## config.mk

```make
export PLATFORM = sky130hd
export DESIGN_NAME = tpfg_ctrl
export DESIGN_NICKNAME = d
export VERILOG_FILES = /design/src/rtl/tpfg_pkg.sv /design/src/rtl/tpfg_ctrl.sv
export VERILOG_INCLUDE_DIRS = /design/src /design/src/rtl
export SDC_FILE = /design/constraint.sdc
export NUM_CORES = 1
export LEC_CHECK = 0
export ABC_AREA = 1
export BUFFER_PORTS_ARGS = -buffer_cell sky130_fd_sc_hd__buf_2
export CAP_MARGIN = 15
export CORE_AREA = 5 5 42 44
export DETAILED_ROUTE_END_ITERATION = 7
export DIE_AREA = 0 0 47 49
export PLACE_DENSITY = 0.63
export SYNTH_ARGS = -nofsm -noshare
export SYNTH_HDL_FRONTEND = slang
export SYNTH_SLANG_ARGS = --single-unit
```

## constraint.sdc

```tcl
create_clock -name clk_i -period 1.1 [get_ports clk_i]
set_input_delay 0.22 -clock clk_i [delete_from_list [all_inputs] [get_ports clk_i]]
set_output_delay 0.22 -clock clk_i [all_outputs]
set_load 0.005 [all_outputs]
```

## src/rtl/tilt_pid_with_fall_guard_defines.svh

```systemverilog
// ----------------------------------------------------------------------------
// tilt pid assertion macros
// shared concurrent assertion forms, clocked on clk_i and held off in reset
// ----------------------------------------------------------------------------
`ifndef TILT_PID_WITH_FALL_GUARD_DEFINES_SVH
`define TILT_PID_WITH_FALL_GUARD_DEFINES_SVH

// property holds at every edge out of reset
`define TPFG_ASSERT(lbl, prop, msg) \
  lbl: assert property (@(posedge clk_i) disable iff (!rst_ni) prop) else $error(msg);

// consequent holds in the cycle after the antecedent
`define TPFG_ASSERT_NEXT(lbl, ante, cons, msg) \
  lbl: assert property (@(posedge clk_i) disable iff (!rst_ni) (ante) |=> (cons)) \
    else $error(msg);

`endif

```

## src/rtl/tpfg_pkg.sv

```systemverilog
// ----------------------------------------------------------------------------
// tilt pid package
// widths, constants, register indexes and controller/datapath types
// ----------------------------------------------------------------------------
package tpfg_pkg;

  localparam int unsigned ANGLE_W    = 16;
  localparam int unsigned RATE_W     = 16;
  localparam int unsigned DT_W       = 20;
  localparam int unsigned GAIN_W     = 20;
  localparam int unsigned LIM_W      = 15;
  localparam int unsigned VEL_W      = 16;
  localparam int unsigned ERR_W      = 17;
  localparam int unsigned EI_W       = 36;
  localparam int unsigned EI_SUM_W   = 38;
  localparam int unsigned MUL_A_W    = 37;
  localparam int unsigned MUL_B_W    = 22;
  localparam int unsigned PROD_W     = 60;
  localparam int unsigned SUM_W      = 61;
  localparam int unsigned LIMF_W     = 47;
  localparam int unsigned CL_W       = 48;
  localparam int unsigned X_W        = 29;
  localparam int unsigned Q_W        = 15;
  localparam int unsigned REM_W      = 31;
  localparam int unsigned CFG_IDX_W  = 3;
  localparam int unsigned CFG_DATA_W = 20;

  localparam int unsigned LIM_SHIFT   = 12;
  localparam int unsigned D_SHIFT     = 4;
  localparam int unsigned ROUND_SHIFT = 18;
  localparam int unsigned RECIP_SHIFT = 35;

  // 1e6 scale, reciprocal of 15625 at 2^35, and the rounding half of 4096e6
  localparam logic [MUL_B_W-1:0] MEGA  = 22'd1000000;
  localparam logic [MUL_B_W-1:0] RECIP = 22'd2199023;
  localparam logic [MUL_B_W-1:0] DIV   = 22'd15625;
  localparam logic [CL_W-1:0]    HALF  = 48'd2048000000;
  localparam logic [DT_W-1:0]    DT_MAX = 20'd1000000;
  localparam logic signed [EI_W-1:0] INTEG_LIM = 36'sd20480000000;

  localparam logic [GAIN_W-1:0]        PROP_GAIN_RST  = 20'd38400;
  localparam logic [GAIN_W-1:0]        INTEG_GAIN_RST = 20'd128000;
  localparam logic [GAIN_W-1:0]        DERIV_GAIN_RST = 20'd3840;
  localparam logic signed [ANGLE_W-1:0] TRIM_RST      = 16'sd0;
  localparam logic [LIM_W-1:0]         OUT_LIMIT_RST  = 15'd12800;
  localparam logic [LIM_W-1:0]         FALL_THR_RST   = 15'd2867;
  localparam logic [LIM_W-1:0]         RECOVER_THR_RST = 15'd2007;

  typedef enum logic [CFG_IDX_W-1:0] {
    REG_PROP_GAIN    = 3'd0,
    REG_INTEG_GAIN   = 3'd1,
    REG_DERIV_GAIN   = 3'd2,
    REG_TRIM_ANGLE   = 3'd3,
    REG_OUTPUT_LIMIT = 3'd4,
    REG_FALL_THR     = 3'd5,
    REG_RECOVER_THR  = 3'd6
  } cfg_idx_e;

  typedef struct packed {
    logic [GAIN_W-1:0]         prop_gain;
    logic [GAIN_W-1:0]         integ_gain;
    logic [GAIN_W-1:0]         deriv_gain;
    logic signed [ANGLE_W-1:0] trim_angle;
    logic [LIM_W-1:0]          output_limit;
    logic [LIM_W-1:0]          fall_threshold;
    logic [LIM_W-1:0]          recover_threshold;
  } cfg_t;

  typedef enum logic [4:0] {
    S_IDLE,
    S_FALL,
    S_MUL_ERR,
    S_MUL_P,
    S_MUL_RATE,
    S_MUL_D,
    S_MUL_LIM,
    S_MUL_I,
    S_MUL_DT,
    S_SAT,
    S_MUL_I2,
    S_SUM2,
    S_CLAMP,
    S_ABS,
    S_MUL_REC,
    S_MUL_BACK,
    S_FIX,
    S_OUT
  } ctrl_state_e;

  typedef enum logic [4:0] {
    STEP_IDLE,
    STEP_FALL,
    STEP_MUL_ERR,
    STEP_MUL_P,
    STEP_MUL_RATE,
    STEP_MUL_D,
    STEP_MUL_LIM,
    STEP_MUL_I,
    STEP_MUL_DT,
    STEP_SAT,
    STEP_MUL_I2,
    STEP_SUM2,
    STEP_CLAMP,
    STEP_ABS,
    STEP_MUL_REC,
    STEP_MUL_BACK,
    STEP_FIX
  } dp_step_e;

  typedef struct packed {
    dp_step_e step;
    logic     capture;
    logic     out_load;
  } dp_cmd_t;

  typedef struct packed {
    logic skip;
    logic fall_next;
    logic sat;
  } dp_sts_t;

endpackage

```

## src/rtl/tpfg_ctrl.sv

```systemverilog
// ----------------------------------------------------------------------------
// tilt pid controller
// sequences the datapath steps and owns the input and output handshakes
// ----------------------------------------------------------------------------
`include "tilt_pid_with_fall_guard_defines.svh"

module tpfg_ctrl import tpfg_pkg::*; (
  input  logic    clk_i,
  input  logic    rst_ni,
  input  logic    in_valid_i,
  output logic    in_ready_o,
  output logic    out_valid_o,
  input  logic    out_ready_i,
  output dp_cmd_t cmd_o,
  input  dp_sts_t sts_i
);

  ctrl_state_e state_q, state_d;
  logic        out_valid_q, out_valid_d;
  logic        out_load;
  logic        out_blocked;

  always_comb begin
    state_d = state_q;
    unique case (state_q)
      S_IDLE: begin
        if (in_valid_i) begin
          state_d = S_FALL;
        end
      end
      S_FALL: begin
        priority if (sts_i.skip) begin
          state_d = S_IDLE;
        end else if (sts_i.fall_next) begin
          state_d = S_OUT;
        end else begin
          state_d = S_MUL_ERR;
        end
      end
      S_MUL_ERR:  state_d = S_MUL_P;
      S_MUL_P:    state_d = S_MUL_RATE;
      S_MUL_RATE: state_d = S_MUL_D;
      S_MUL_D:    state_d = S_MUL_LIM;
      S_MUL_LIM:  state_d = S_MUL_I;
      S_MUL_I:    state_d = S_MUL_DT;
      S_MUL_DT:   state_d = S_SAT;
      S_SAT: begin
        if (sts_i.sat) begin
          state_d = S_CLAMP;
        end else begin
          state_d = S_MUL_I2;
        end
      end
      S_MUL_I2:   state_d = S_SUM2;
      S_SUM2:     state_d = S_CLAMP;
      S_CLAMP:    state_d = S_ABS;
      S_ABS:      state_d = S_MUL_REC;
      S_MUL_REC:  state_d = S_MUL_BACK;
      S_MUL_BACK: state_d = S_FIX;
      S_FIX:      state_d = S_OUT;
      S_OUT: begin
        if (!out_valid_q || out_ready_i) begin
          state_d = S_IDLE;
        end
      end
      default:    state_d = S_IDLE;
    endcase
  end

  always_comb begin
    in_ready_o    = (state_q == S_IDLE);
    out_load      = (state_q == S_OUT) && (!out_valid_q || out_ready_i);
    cmd_o.capture = in_ready_o && in_valid_i;
    cmd_o.out_load = out_load;
    unique case (state_q)
      S_FALL:     cmd_o.step = STEP_FALL;
      S_MUL_ERR:  cmd_o.step = STEP_MUL_ERR;
      S_MUL_P:    cmd_o.step = STEP_MUL_P;
      S_MUL_RATE: cmd_o.step = STEP_MUL_RATE;
      S_MUL_D:    cmd_o.step = STEP_MUL_D;
      S_MUL_LIM:  cmd_o.step = STEP_MUL_LIM;
      S_MUL_I:    cmd_o.step = STEP_MUL_I;
      S_MUL_DT:   cmd_o.step = STEP_MUL_DT;
      S_SAT:      cmd_o.step = STEP_SAT;
      S_MUL_I2:   cmd_o.step = STEP_MUL_I2;
      S_SUM2:     cmd_o.step = STEP_SUM2;
      S_CLAMP:    cmd_o.step = STEP_CLAMP;
      S_ABS:      cmd_o.step = STEP_ABS;
      S_MUL_REC:  cmd_o.step = STEP_MUL_REC;
      S_MUL_BACK: cmd_o.step = STEP_MUL_BACK;
      S_FIX:      cmd_o.step = STEP_FIX;
      default:    cmd_o.step = STEP_IDLE;
    endcase
    if (out_load) begin
      out_valid_d = 1'b1;
    end else if (out_ready_i) begin
      out_valid_d = 1'b0;
    end else begin
      out_valid_d = out_valid_q;
    end
  end

  always_ff @(posedge clk_i or negedge rst_ni) begin
    if (!rst_ni) begin
      state_q     <= S_IDLE;
      out_valid_q <= 1'b0;
    end else begin
      state_q     <= state_d;
      out_valid_q <= out_valid_d;
    end
  end

  assign out_valid_o = out_valid_q;
  assign out_blocked = (state_q == S_OUT) && out_valid_q && !out_ready_i;

  `TPFG_ASSERT_NEXT(a_accept_starts, cmd_o.capture, state_q == S_FALL, "accepted transaction lost")
  `TPFG_ASSERT_NEXT(a_result_waits, out_blocked, state_q == S_OUT, "pending result dropped")
  `TPFG_ASSERT_NEXT(a_valid_holds, out_valid_q && !out_ready_i, out_valid_q, "valid dropped early")

endmodule

```

==> reports/qor.csv <==
metric,value,unit
outcome,"complete, but fails checks",
failing checks,setup timing,
drt wl/cell,13.3,µm
"flops & latches, synth",6,
initial antenna violation count,0,
Top Ports,16,
Num CTS Buffers,3,
final worst-path cycle share,133,%
Final Hold Vio Count,0,
Initial DRC Count,10,
Detail Placement HPWL,1040,µm
first-pass GRT wire length,2390,µm
CP startpoint,state_q[0]$_DFFE_PN0P_,
H-tree levels,1,
Initial Util,33.2,%
synthesis-to-finish area growth,94.1,%
drt via density,4.86,
Layout Nets,125,
most frequent cells in the layout,"buf_4 (16), buf_2 (14), nand2_1 (12)",
number of I/O port buffers,15,
Max Clk Rate,0.685,GHz
CORE AREA,1400,µm²
"Cell Area, Placed",616,µm²
Total GRT Usage,14.1,%
worst-skew pair later-pin latency,0.24,ns
final setup fails,13,
die area,2300,µm²
antenna cells,0,
Syn Inst Count,77,
fillers,112,
Max Slew Vio Count,0,
CP arrival,1.24,ns
HP Class,in -> reg,
Finished Core Util,64.5,%
share of layout cells above drive strength 1,66.4,%
Crit Path Category,reg -> out,
yosys warns,0,
"commonest non-fill, non-tap cell in the layout",buf_4,
pin count of the biggest net entering global routing,9,
VDD IR max,1.55,mV
Slew headroom,85.7,%
GP Congestion,0.839,
Syn Nets,84,
final instance area,903,µm²
sequential area share after synthesis,32.3,%
Synth Cell Area,465,µm²
vias in the first global route,610,
clock slew at reported path FFs,0.05,ns
area occupied by multi-input gates,369,µm²
Worst Max-Slew Pin Slew,0.213,ns
Clock Skew,0.0118,ns
Clock Path Buffers,2,
Die W,47,µm
Worst Hold Launch,sts_i[1],
kind of end point of the critical path,output port,
"Avg Cell Area, Syn",6.04,µm²
RR Startpoint,state_q[1]$_DFFE_PN0P_,
max-cap viol count,0,
unrepaired setup endpoints after global routing,true,
DRC errors left,0,
final worst-path setup slack,-0.359,ns
Reg area,154,µm²
Worst EP required,0.88,ns
vias after detailed routing,642,
Vert. Die Dim,49,µm
static leakage,0.483,nW
P per Cell Area,2770,nW/µm²
first-pass detailed-route iteration total,4,
clk sinks,6,
Rows,14,
Total Wirelength,1760,µm
"Distinct cells, synth",15,
root buffer cell,clkbuf_4,
worst-path fanout max,4,
setup TNS,-3.00,ns
Post-DRT Antenna Nets,0,
shortest period the worst path allows,1.46,ns
CTS tree,yes,
CP startpoint kind,flip-flop,
GRT Residual Overflow,0,
-- through the flow --
step | hold WS [ns] | power [mW] | worst slack (ns) | std cells
finish | 0.177 | 2.50 | -0.359 | 132
CTS | 0.178 | 1.93 | -0.313 | 126
global placement | 0.0512 | 1.44 | -0.145 | 115
detailed placement | 0.0521 | 1.45 | -0.120 | 115
floorplan | -0.0756 | 0.995 | 0.0190 | 77
global route | 0.222 | 2.70 | -0.398 | 132
-- layout make-up --
type | instances | share of cell area [%]
multi-input cells | 54 | 40.9
repair buffers | 38 | 30.9
flip-flops and latches | 6 | 17.0
inverters | 15 | 6.51
clock buffers | 3 | 2.49
well taps | 16 | 2.22
-- report_power, final --
group | total [mW] | internal [mW] | switching, mW
Combinational | 1.83 | 0.914 | 0.914
Clock | 0.200 | 0.123 | 0.0765
Sequential | 0.471 | 0.316 | 0.155
-- path summary, 6_finish.rpt --
path	end	slack [ns]	depth (start not counted)
min	state_q[1]$_DFFE_PN0P_	0.18	2
max in group asynchronous	state_q[0]$_DFFE_PN0P_	0.60	2
min reg2reg	out_valid_o$_DFFE_PN0P_	0.68	3
max reg2reg	state_q[0]$_DFFE_PN0P_	-0.19	9
min in group asynchronous	state_q[3]$_DFFE_PN0P_	0.33	2
max	cmd_o[0]	-0.36	5
-- cell usage after synthesis --
cell | number | area (µm²)
nand4_1 | 1 | 6.26
or2_2 | 1 | 6.26
dfrtp_1 | 6 | 150
nor2_1 | 15 | 56.3
o2111ai_1 | 1 | 8.76
a21oi_1 | 2 | 10.0
nand3_1 | 10 | 50.1
a31oi_1 | 1 | 6.26
nand2_1 | 17 | 63.8
nor2_4 | 1 | 11.3
inv_1 | 14 | 52.6
o21ai_0 | 3 | 15.0
buf_4 | 2 | 15.0
inv_2 | 1 | 3.75
nor3_1 | 2 | 10.0
-- worst max-delay path, cell delays in order, from the launching register on --
cell	delay, ns
dfrtp_2	0.42
inv_2	0.08
nor2_4	0.14
nand3_2	0.10
nor2_2	0.14
buf_2	0.13
-- metal layers --
metal	routed length (µm)	share of wire, %	GRT usage [%]	up-vias
met5	0	0	0	-
met4	57	3.2	8.29	0
met3	76	4.3	1.85	6
met2	963	55	24.4	21
met1	659	38	15.4	295
li1	-	-	-	320
-- kinds of logic (layout without fill, tap and decap cells) --
family,count (synthesis),after routing,share of synthesized area (%)
buffers and inverters,17,56,15.3
and+or+nand+nor,47,47,43.8
AOI/OAI and AO/OA,7,7,8.60
DFF,6,6,32.3
-- what timing repair did --
action,in CTS,in global routing
resized for setup,15,35
buffers inserted,9,6
hold endpoints to repair,6,0
hold buffers,1,0
gates cloned,0,0
endpoints found under the setup margin,13,14
pin swaps,8,15
-- sequential cells by signal, summed over array words and instances (netlist names) --
name         cells
out_valid_o      1
state_q          5
No activity file was read; power rests on OpenSTA's default activity.
